--- src/sv/iafyp_pkg.sv ---
// Shared constants and types of the IMU angle frame yaw parser.
`default_nettype none

package iafyp_pkg;

	// Frame layout
	localparam int unsigned FRAME_BYTES = 11;
	localparam int unsigned POS_W       = $clog2(FRAME_BYTES);
	localparam logic [7:0]  HDR_BYTE    = 8'h55;
	localparam logic [7:0]  ANGLE_BYTE  = 8'h53;
	localparam int unsigned YAW_LO_POS  = 6;
	localparam int unsigned YAW_HI_POS  = 7;

	// Scale: raw * 18000 / 2^15, rounded toward zero
	localparam int unsigned SCALE_NUM   = 18000;
	localparam int unsigned SCALE_SHIFT = 15;
	localparam int unsigned PROD_W      = 32;

	// Token queue between framer and scaler
	localparam int unsigned QUEUE_DEPTH = 4;
	localparam int unsigned QPTR_W      = $clog2(QUEUE_DEPTH);
	localparam int unsigned QCNT_W      = $clog2(QUEUE_DEPTH + 1);

	// One token per received byte
	typedef struct packed {
		logic       done;
		logic [7:0] yaw_lo;
		logic [7:0] yaw_hi;
	} tok_t;

endpackage

`default_nettype wire

--- src/sv/iafyp_in_if.sv ---
// Byte input channel of the IMU angle frame yaw parser.
`default_nettype none

interface iafyp_in_if;
	logic       valid;
	logic       ready;
	logic [7:0] rx_byte;

	modport source (output valid, output rx_byte, input ready);
	modport sink (input valid, input rx_byte, output ready);
endinterface

`default_nettype wire

--- src/sv/iafyp_out_if.sv ---
// Result channel of the IMU angle frame yaw parser.
`default_nettype none

interface iafyp_out_if;
	logic               valid;
	logic               ready;
	logic signed [15:0] yaw_centideg;
	logic               yaw_valid;
	logic               frame_accepted;

	modport source (output valid, output yaw_centideg, output yaw_valid,
		output frame_accepted, input ready);
	modport sink (input valid, input yaw_centideg, input yaw_valid,
		input frame_accepted, output ready);
endinterface

`default_nettype wire

--- src/sv/imu_angle_frame_yaw_parser.sv ---
// Top level of the IMU angle frame yaw parser: framer, token queue and scaler.
//
// Usage:
//  - rx carries one received serial byte per beat (rx_byte). yaw carries one
//    result beat for every byte beat: the last accepted yaw in centidegrees,
//    the sticky yaw_valid flag and frame_accepted, high on the beat of the
//    byte that closed a frame with a good checksum.
//  - A frame is 0x55, 0x53, payload, checksum; the yaw is the signed
//    little-endian word at bytes 6 and 7, scaled by 18000/32768.
//  - Throughput: one byte per cycle while the queue has room, set by the
//    framer's state update. A byte's result goes through the token queue and
//    then the result register before it shows as a result beat.
//  - When the receiver holds yaw.ready low, the result register holds its
//    beat and the queue fills; rx.ready drops once the queue holds four
//    tokens, and the framer then holds its state.
//  - Reset clears framing, checksum, the stored yaw (reads as zero), the
//    valid flag, the queue and the result register's valid bit. No clearing pass.
`default_nettype none

module imu_angle_frame_yaw_parser (
	input  wire logic    clk,
	input  wire logic    arst_n,
	iafyp_in_if.sink     rx,
	iafyp_out_if.source  yaw
);

	iafyp_pkg::tok_t                   push_tok;
	iafyp_pkg::tok_t                   pop_tok;
	logic                              push;
	logic                              pop;
	logic                              full;
	logic                              empty;
	logic [iafyp_pkg::QCNT_W-1:0]      q_count;

	// Front: frame tracking and checksum, one token per byte
	iafyp_front u_front (
		.clk      (clk),
		.arst_n   (arst_n),
		.rx       (rx),
		.tok_full (full),
		.tok_push (push),
		.tok_data (push_tok)
	);

	// Decouple framer from result stalls
	iafyp_queue u_queue (
		.clk       (clk),
		.arst_n    (arst_n),
		.push      (push),
		.push_data (push_tok),
		.full      (full),
		.pop       (pop),
		.pop_data  (pop_tok),
		.empty     (empty),
		.count     (q_count)
	);

	// Back: scale accepted yaw, hold it, drive the result beat
	iafyp_back u_back (
		.clk       (clk),
		.arst_n    (arst_n),
		.tok_empty (empty),
		.tok_data  (pop_tok),
		.tok_pop   (pop),
		.yaw       (yaw)
	);

	// A completed frame always reports the valid flag
	assert property (@(posedge clk) disable iff (!arst_n)
		yaw.valid && yaw.frame_accepted |-> yaw.yaw_valid)
		else $error("frame_accepted without yaw_valid");

	// Scaled yaw stays inside half a turn
	assert property (@(posedge clk) disable iff (!arst_n)
		yaw.valid |-> (yaw.yaw_centideg >= -16'sd18000 && yaw.yaw_centideg <= 16'sd17999))
		else $error("yaw out of range");

	// A byte is only taken when the queue has room
	assert property (@(posedge clk) disable iff (!arst_n)
		rx.valid && rx.ready |-> q_count < iafyp_pkg::QCNT_W'(iafyp_pkg::QUEUE_DEPTH))
		else $error("byte accepted into full queue");

	// Every popped token becomes a result beat on the next cycle
	assert property (@(posedge clk) disable iff (!arst_n)
		pop |=> yaw.valid)
		else $error("popped token produced no result beat");

endmodule

`default_nettype wire

--- src/sv/iafyp_front.sv ---
// Framer: tracks header, position and checksum, emits one token per byte.
`default_nettype none

module iafyp_front (
	input  wire logic           clk,
	input  wire logic           arst_n,
	iafyp_in_if.sink            rx,
	input  wire logic           tok_full,
	output logic                tok_push,
	output iafyp_pkg::tok_t     tok_data
);

	localparam logic [iafyp_pkg::POS_W-1:0] LAST_POS =
		iafyp_pkg::POS_W'(iafyp_pkg::FRAME_BYTES - 1);
	localparam logic [iafyp_pkg::POS_W-1:0] LO_POS =
		iafyp_pkg::POS_W'(iafyp_pkg::YAW_LO_POS);
	localparam logic [iafyp_pkg::POS_W-1:0] HI_POS =
		iafyp_pkg::POS_W'(iafyp_pkg::YAW_HI_POS);
	localparam logic [iafyp_pkg::POS_W-1:0] POS_HUNT = '0;
	localparam logic [iafyp_pkg::POS_W-1:0] POS_TYPE = iafyp_pkg::POS_W'(1);

	logic [iafyp_pkg::POS_W-1:0] pos_q;
	logic [7:0]                  sum_q;
	logic [7:0]                  lo_q;
	logic [7:0]                  hi_q;
	logic                        accept;
	logic                        at_end;

	assign rx.ready = ~tok_full;
	assign accept   = rx.valid & rx.ready;
	assign at_end   = (pos_q >= LAST_POS);
	assign tok_push = accept;

	always_comb begin
		tok_data.done   = at_end && (sum_q == rx.rx_byte);
		tok_data.yaw_lo = lo_q;
		tok_data.yaw_hi = hi_q;
	end

	always_ff @(posedge clk or negedge arst_n) begin
		if (!arst_n) begin
			pos_q <= POS_HUNT;
			sum_q <= '0;
		end else if (accept) begin
			if (pos_q == POS_HUNT) begin
				if (rx.rx_byte == iafyp_pkg::HDR_BYTE) begin
					sum_q <= rx.rx_byte;
					pos_q <= POS_TYPE;
				end
			end else if (pos_q == POS_TYPE && rx.rx_byte != iafyp_pkg::ANGLE_BYTE) begin
				// repeated header restarts the frame, anything else drops it
				if (rx.rx_byte == iafyp_pkg::HDR_BYTE) begin
					sum_q <= rx.rx_byte;
					pos_q <= POS_TYPE;
				end else begin
					pos_q <= POS_HUNT;
				end
			end else if (at_end) begin
				pos_q <= POS_HUNT;
			end else begin
				sum_q <= sum_q + rx.rx_byte;
				pos_q <= pos_q + POS_TYPE;
			end
		end
	end

	// yaw bytes are always written inside a frame before they are used
	always_ff @(posedge clk) begin
		if (accept && !at_end && pos_q != POS_HUNT && pos_q != POS_TYPE) begin
			if (pos_q == LO_POS) begin
				lo_q <= rx.rx_byte;
			end
			if (pos_q == HI_POS) begin
				hi_q <= rx.rx_byte;
			end
		end
	end

endmodule

`default_nettype wire

--- src/sv/iafyp_queue.sv ---
// Short token queue between framer and scaler.
`default_nettype none

module iafyp_queue (
	input  wire logic                          clk,
	input  wire logic                          arst_n,
	input  wire logic                          push,
	input  wire iafyp_pkg::tok_t               push_data,
	output logic                               full,
	input  wire logic                          pop,
	output iafyp_pkg::tok_t                    pop_data,
	output logic                               empty,
	output logic [iafyp_pkg::QCNT_W-1:0]       count
);

	localparam logic [iafyp_pkg::QCNT_W-1:0] DEPTH_C =
		iafyp_pkg::QCNT_W'(iafyp_pkg::QUEUE_DEPTH);
	localparam logic [iafyp_pkg::QPTR_W-1:0] LAST_SLOT =
		iafyp_pkg::QPTR_W'(iafyp_pkg::QUEUE_DEPTH - 1);

	iafyp_pkg::tok_t                 slot_q [iafyp_pkg::QUEUE_DEPTH];
	logic [iafyp_pkg::QPTR_W-1:0]    wr_q;
	logic [iafyp_pkg::QPTR_W-1:0]    rd_q;
	logic [iafyp_pkg::QCNT_W-1:0]    cnt_q;
	logic                            do_push;
	logic                            do_pop;

	assign full     = (cnt_q == DEPTH_C);
	assign empty    = (cnt_q == '0);
	assign count    = cnt_q;
	assign do_push  = push & ~full;
	assign do_pop   = pop & ~empty;
	assign pop_data = slot_q[rd_q];

	always_ff @(posedge clk or negedge arst_n) begin
		if (!arst_n) begin
			wr_q  <= '0;
			rd_q  <= '0;
			cnt_q <= '0;
		end else begin
			if (do_push) begin
				wr_q <= (wr_q == LAST_SLOT) ? '0 : wr_q + 1'b1;
			end
			if (do_pop) begin
				rd_q <= (rd_q == LAST_SLOT) ? '0 : rd_q + 1'b1;
			end
			if (do_push && !do_pop) begin
				cnt_q <= cnt_q + 1'b1;
			end else if (do_pop && !do_push) begin
				cnt_q <= cnt_q - 1'b1;
			end
		end
	end

	always_ff @(posedge clk) begin
		if (do_push) begin
			slot_q[wr_q] <= push_data;
		end
	end

endmodule

`default_nettype wire

--- src/sv/iafyp_back.sv ---
// Scaler: converts accepted frames to centidegrees and drives the result register.
`default_nettype none

module iafyp_back (
	input  wire logic           clk,
	input  wire logic           arst_n,
	input  wire logic           tok_empty,
	input  wire iafyp_pkg::tok_t tok_data,
	output logic                tok_pop,
	iafyp_out_if.source         yaw
);

	localparam logic signed [iafyp_pkg::PROD_W-1:0] SCALE_C =
		iafyp_pkg::PROD_W'(iafyp_pkg::SCALE_NUM);
	localparam logic signed [iafyp_pkg::PROD_W-1:0] ROUND_C =
		iafyp_pkg::PROD_W'((1 << iafyp_pkg::SCALE_SHIFT) - 1);

	logic signed [15:0]                   yaw_value_q;
	logic                                 valid_q;
	logic                                 out_v_q;
	logic signed [15:0]                   out_yaw_q;
	logic                                 out_yv_q;
	logic                                 out_fa_q;
	logic signed [iafyp_pkg::PROD_W-1:0]  raw;
	logic signed [iafyp_pkg::PROD_W-1:0]  prod;
	logic signed [iafyp_pkg::PROD_W-1:0]  biased;
	logic signed [iafyp_pkg::PROD_W-1:0]  shifted;
	logic signed [15:0]                   scaled;

	// raw * 18000 / 32768, truncated toward zero: bias negatives before the shift
	always_comb begin
		raw     = iafyp_pkg::PROD_W'(signed'({tok_data.yaw_hi, tok_data.yaw_lo}));
		prod    = raw * SCALE_C;
		biased  = prod[iafyp_pkg::PROD_W-1] ? prod + ROUND_C : prod;
		shifted = biased >>> iafyp_pkg::SCALE_SHIFT;
		scaled  = shifted[15:0];
	end

	assign tok_pop = ~tok_empty & (~out_v_q | yaw.ready);

	always_ff @(posedge clk or negedge arst_n) begin
		if (!arst_n) begin
			yaw_value_q <= '0;
			valid_q     <= 1'b0;
			out_v_q     <= 1'b0;
		end else begin
			if (tok_pop) begin
				out_v_q <= 1'b1;
				if (tok_data.done) begin
					yaw_value_q <= scaled;
					valid_q     <= 1'b1;
				end
			end else if (yaw.ready) begin
				out_v_q <= 1'b0;
			end
		end
	end

	always_ff @(posedge clk) begin
		if (tok_pop) begin
			out_yaw_q <= tok_data.done ? scaled : yaw_value_q;
			out_yv_q  <= tok_data.done | valid_q;
			out_fa_q  <= tok_data.done;
		end
	end

	assign yaw.valid          = out_v_q;
	assign yaw.yaw_centideg   = out_yaw_q;
	assign yaw.yaw_valid      = out_yv_q;
	assign yaw.frame_accepted = out_fa_q;

endmodule

`default_nettype wire
--- src/flat_wrapper.sv ---
// flat-port wrapper written by rule: the top's interface ports become plain ports
module imu_angle_frame_yaw_parser_flat 
  (clk, arst_n, rx_valid, rx_rx_byte, rx_ready, yaw_valid, yaw_yaw_centideg, yaw_yaw_valid, yaw_frame_accepted, yaw_ready);
  iafyp_in_if rx_i ();
  iafyp_out_if yaw_i ();
  input  wire logic clk;
  input  wire logic arst_n;
  input wire logic [$bits(rx_i.valid)-1:0] rx_valid;
  input wire logic [$bits(rx_i.rx_byte)-1:0] rx_rx_byte;
  output wire logic [$bits(rx_i.ready)-1:0] rx_ready;
  output wire logic [$bits(yaw_i.valid)-1:0] yaw_valid;
  output wire logic [$bits(yaw_i.yaw_centideg)-1:0] yaw_yaw_centideg;
  output wire logic [$bits(yaw_i.yaw_valid)-1:0] yaw_yaw_valid;
  output wire logic [$bits(yaw_i.frame_accepted)-1:0] yaw_frame_accepted;
  input wire logic [$bits(yaw_i.ready)-1:0] yaw_ready;
  assign rx_i.valid = rx_valid;
  assign rx_i.rx_byte = rx_rx_byte;
  assign rx_ready = rx_i.ready;
  assign yaw_valid = yaw_i.valid;
  assign yaw_yaw_centideg = yaw_i.yaw_centideg;
  assign yaw_yaw_valid = yaw_i.yaw_valid;
  assign yaw_frame_accepted = yaw_i.frame_accepted;
  assign yaw_i.ready = yaw_ready;
  imu_angle_frame_yaw_parser u_core (.clk(clk), .arst_n(arst_n), .rx(rx_i), .yaw(yaw_i));
endmodule
--- config.mk ---
export PLATFORM = sky130hd
export DESIGN_NAME = imu_angle_frame_yaw_parser_flat
export DESIGN_NICKNAME = d
export VERILOG_FILES = /design/src/sv/iafyp_pkg.sv /design/src/sv/iafyp_in_if.sv /design/src/sv/iafyp_out_if.sv /design/src/sv/imu_angle_frame_yaw_parser.sv /design/src/sv/iafyp_front.sv /design/src/sv/iafyp_queue.sv /design/src/sv/iafyp_back.sv /design/src/flat_wrapper.sv
export SDC_FILE = /design/constraint.sdc
export NUM_CORES = 1
export LEC_CHECK = 0
export ABC_AREA = 1
export CAP_MARGIN = 20
export CORE_MARGIN = 5
export CORE_UTILIZATION = 41
export DETAILED_ROUTE_END_ITERATION = 7
export DONT_BUFFER_PORTS = 1
export MAX_ROUTING_LAYER = met4
export PLACE_DENSITY = 0.6
export SETUP_SLACK_MARGIN = 0.5
export SLEW_MARGIN = 30
export SYNTH_ARGS = -nofsm -noshare
export SYNTH_HDL_FRONTEND = slang
export SYNTH_HIERARCHICAL = 1
export SYNTH_SLANG_ARGS = --single-unit
--- constraint.sdc ---
create_clock -name clk -period 4.5 [get_ports clk]
set_clock_uncertainty 0.15 [all_clocks]
set_input_delay 0.9 -clock clk [delete_from_list [all_inputs] [get_ports clk]]
set_output_delay 0.9 -clock clk [all_outputs]
set_load 0.02 [all_outputs]
==> flow_metrics.py <==
metrics = {
    "floorplanning": {
        "io_pins": 32,
        "die_h_um": 170,
        "start_util_pct": 41.7,
        "coreArea_mm2": 0.0253,
        "dieArea_mm2": 0.0290,
        "fp.dieW_um": 170,
        "num_rows": 58,
    },
    "placed_design": {
        "gp_congestion": 0.870,
        "hpwl_mm": 18.7,
        "dpl_cell_area_mm2": 0.0121,
        "portBuffers": 0,
    },
    "timing": {
        "finalHoldViolCount": 0,
        "slew_violations": 0,
        "holdWs_ns": 0.0208,
        "setup_ws_ns": -0.499,
        "period_needed_ns": 5.00,
        "worst_slew_pin_slew_ns": 0.749,
        "setup_tns_ns": -12.39,
        "setup_violations": 32,
        "fmax_mhz": 200,
        "relSlewSlack_pct": 49.9,
        "rsz0062_at_grt": "yes",
        "min_period_over_period_pct": 111,
    },
    "grt": {
        "met1_usage_pct": 22.1,
        "grt_overflow": 0,
        "grt_max_degree": 29,
        "grt_use_met3_pct": 2.79,
        "top_usage_layer": "met2",
        "grt_pass1_wl_mm": 41.0,
        "grt_usage_pct": 18.0,
        "grt_antenna_before_repair": 0,
        "gr-usage-met2_pct": 31.3,
        "grt_pass1_vias": 8465,
    },
    "worst_setup_path": {
        "crit_type": "reg2reg",
        "cp_max_fo": 19,
        "path_delay_family": "adder cells",
        "reg2reg_from": "u_core/u_queue/rd_q[0]$_DFFE_PN0P_",
        "crit_top_cell": "nand2_2",
        "crit_arrival_ns": 4.99,
        "crit_buf_inv": 5,
        "slowest_stage": "fa_1",
        "endpoint_kind": "flip-flop",
        "cp_cell_sequence": "buf_12 -> o211ai_1 -> nand2_2 -> buf_12 -> ha_4 -> fa_1 -> inv_2 -> fa_1 -> fa_1 -> inv_2 -> ha_4 -> nand2_2 -> inv_2 -> nand2_4 -> nor3_2 -> nand2_1 -> nand2_2 -> nand2_1 -> nand2_2 -> nand2_4 -> nor3_4 -> nand3_2 -> nand3_1 -> o21ai_2",
        "cpPeakStageDelay_ns": 0.56,
        "cp-startpoint": "u_core/u_queue/rd_q[0]$_DFFE_PN0P_",
        "critPathLaunchType": "flip-flop",
        "critPathRequiredTime_ns": 4.50,
    },
    "logic_synthesis": {
        "synth_common_cells": "nand2_1, inv_1, edfxtp_1, ha_1, nand3_1",
        "synthesis.area_mm2": 0.0105,
        "syn_avg_cell_area_um2": 8.54,
        "synth_top_cell_area_share_pct": 29.1,
        "syn-num-nets": 1384,
        "ys_ff_latch": 139,
        "postSynth.asyncResetShare_pct": 26.6,
        "synthCells": 1232,
        "ys_warn_count": 6,
        "ys.flop_type": "edfxtp_1",
        "synth_area_leader_cell": "edfxtp_1",
        "synth_area_leaders": "edfxtp_1, ha_1, nand2_1, dfrtp_1, inv_1",
        "synth_edf_count": 102,
        "ys_seq_area_share_pct": 37.9,
        "yosysMostFrequentCell": "nand2_1",
        "ys_types": 43,
    },
    "detailed_routing": {
        "dr.pass1.iters": 4,
        "via_per_inst": 4.81,
        "drtIter0Drc": 538,
        "drc": 0,
        "vias": 8282,
        "wirelength_mm": 24.2,
        "ant_nets": 0,
        "wire_per_inst_um": 14.1,
    },
    "finish": {
        "drive_above_1_share_pct": 28.2,
        "final_util_pct": 52.9,
        "postLayoutCellArea_mm2": 0.0134,
        "diodes": 0,
        "finalNetCount": 1532,
        "synthToLayoutAreaGrowth_pct": 27.1,
    },
    "outcome": {
        "violations": "negative setup slack",
        "status": "complete, but fails checks",
    },
    "clocking": {
        "cts_buffer_depth": 2,
        "clock_latency_ns": 0.42,
        "cts_tree": "done",
        "htreeDepth": 4,
        "clock-sinks": 139,
        "clk_pin_slew_worst_paths_ns": 0.06,
        "cts_buffers": 17,
        "cts_root_buf": "clkbuf_16",
    },
    "run": {
        "cap_viol_max_count": 0,
    },
    "min_path": {
        "hold_path_class": "in2async",
    },
}
worst register-to-register path, delay by kind of cell, from the launching register on:
kind / cells / cell delay (ns)
buffers and inverters: 5 / 0.49
adder cells (fa/ha/maj): 5 / 2.06
AND/OR/NAND/NOR: 12 / 1.28
AO/OA/AOI/OAI: 2 / 0.28
flip-flops: 1 / 0.45
flip-flops by register name (all words and copies together), names as in the netlist, 3 cells and up:
signal	count
u_core/u_back/yaw_value_q	16
u_core/u_back/yaw.yaw_centideg	16
u_core/u_front/sum_q	8
u_core/u_queue/count	3
u_core/u_front/lo_q	8
u_core/u_front/hi_q	8
u_core/u_front/pos_q	4
u_core/u_queue/slot_q	68
layout by cell type, fill, tap and decap left out, types with 24 or more instances in the layout:
| cell | synthesis | final |
|---|---|---|
| inv_1 | 232 | 216 |
| inv_2 | 15 | 31 |
| buf_4 | 0 | 136 |
| fa_1 | 38 | 37 |
| edfxtp_1 | 102 | 102 |
| ha_4 | 0 | 24 |
| nor2_1 | 50 | 40 |
| nand2_2 | 20 | 52 |
| dfrtp_1 | 37 | 35 |
| a21oi_1 | 34 | 26 |
| nand2_1 | 337 | 291 |
| ha_1 | 102 | 77 |
| nand3_1 | 89 | 77 |
worst paths after layout:
kind                       cells after the start  slack, ns                                      endpoint
setup / recovery                              24      -0.50  u_core/u_back/yaw.yaw_centideg[10]$_DFFE_PP_
hold reg to reg                                2       0.30             u_core/u_back/valid_q$_DFFE_PN0P_
min in group clk                               2       0.30             u_core/u_back/valid_q$_DFFE_PN0P_
max in group asynchronous                      1       3.07           u_core/u_queue/count[0]$_DFFE_PN0P_
hold / removal                                 0       0.02           u_core/u_front/sum_q[2]$_DFFE_PN0P_
setup reg to reg                              24      -0.50  u_core/u_back/yaw.yaw_centideg[10]$_DFFE_PP_
area by class of cell:
type	count	area (um2)
Fill cell	2280	11900
Multi-Input combinational cell	827	6220
Sequential cell	139	3990
Timing Repair Buffer	145	1170
Inverter	250	943
Clock buffer	18	439
Tap cell	330	413
Clock inverter	14	183
timing repair:
item / in CTS / in global routing
endpoints found under the hold margin: 10 / 0
gates resized for setup: 52 / 51
hold buffers: 1 / 0
setup buffers: 7 / 13
pin swaps: 17 / 33
endpoints found under the setup margin: 32 / 32
logic make-up (layout without fill, tap and decap cells):
| kind of cell | after synthesis | count (layout) | synth area share (%) |
|---|---|---|---|
| AO/OA/AOI/OAI | 110 | 110 | 7.11 |
| buffers and inverters | 266 | 427 | 10.4 |
| AND/OR/NAND/NOR | 558 | 558 | 23.6 |
| adder cells (fa/ha/maj) | 140 | 140 | 19.4 |
| XOR/XNOR | 19 | 19 | 1.58 |
| flip-flops | 139 | 139 | 37.9 |
layer usage:
metal,part of all wire (%),vias to the layer above
met5,0,-
met3,2.6,26
met1,45,3904
met4,1.3,0
li1,-,4246
met2,51,106
stage by stage:
| stage | setup slack, ns | std cells |
|---|---|---|
| 2_1_floorplan | -0.198 | 1232 |
| 3_3_place_gp | -0.647 | 1670 |
| 3_5_place_dp | -0.674 | 1670 |
| 4_1_cts | -0.504 | 1710 |
| 5_1_grt | -0.796 | 1723 |
| 6_report | -0.499 | 1723 |
Power is not shown: default switching activity piles up to over one toggle a cycle in this logic, so the estimate is an artifact.
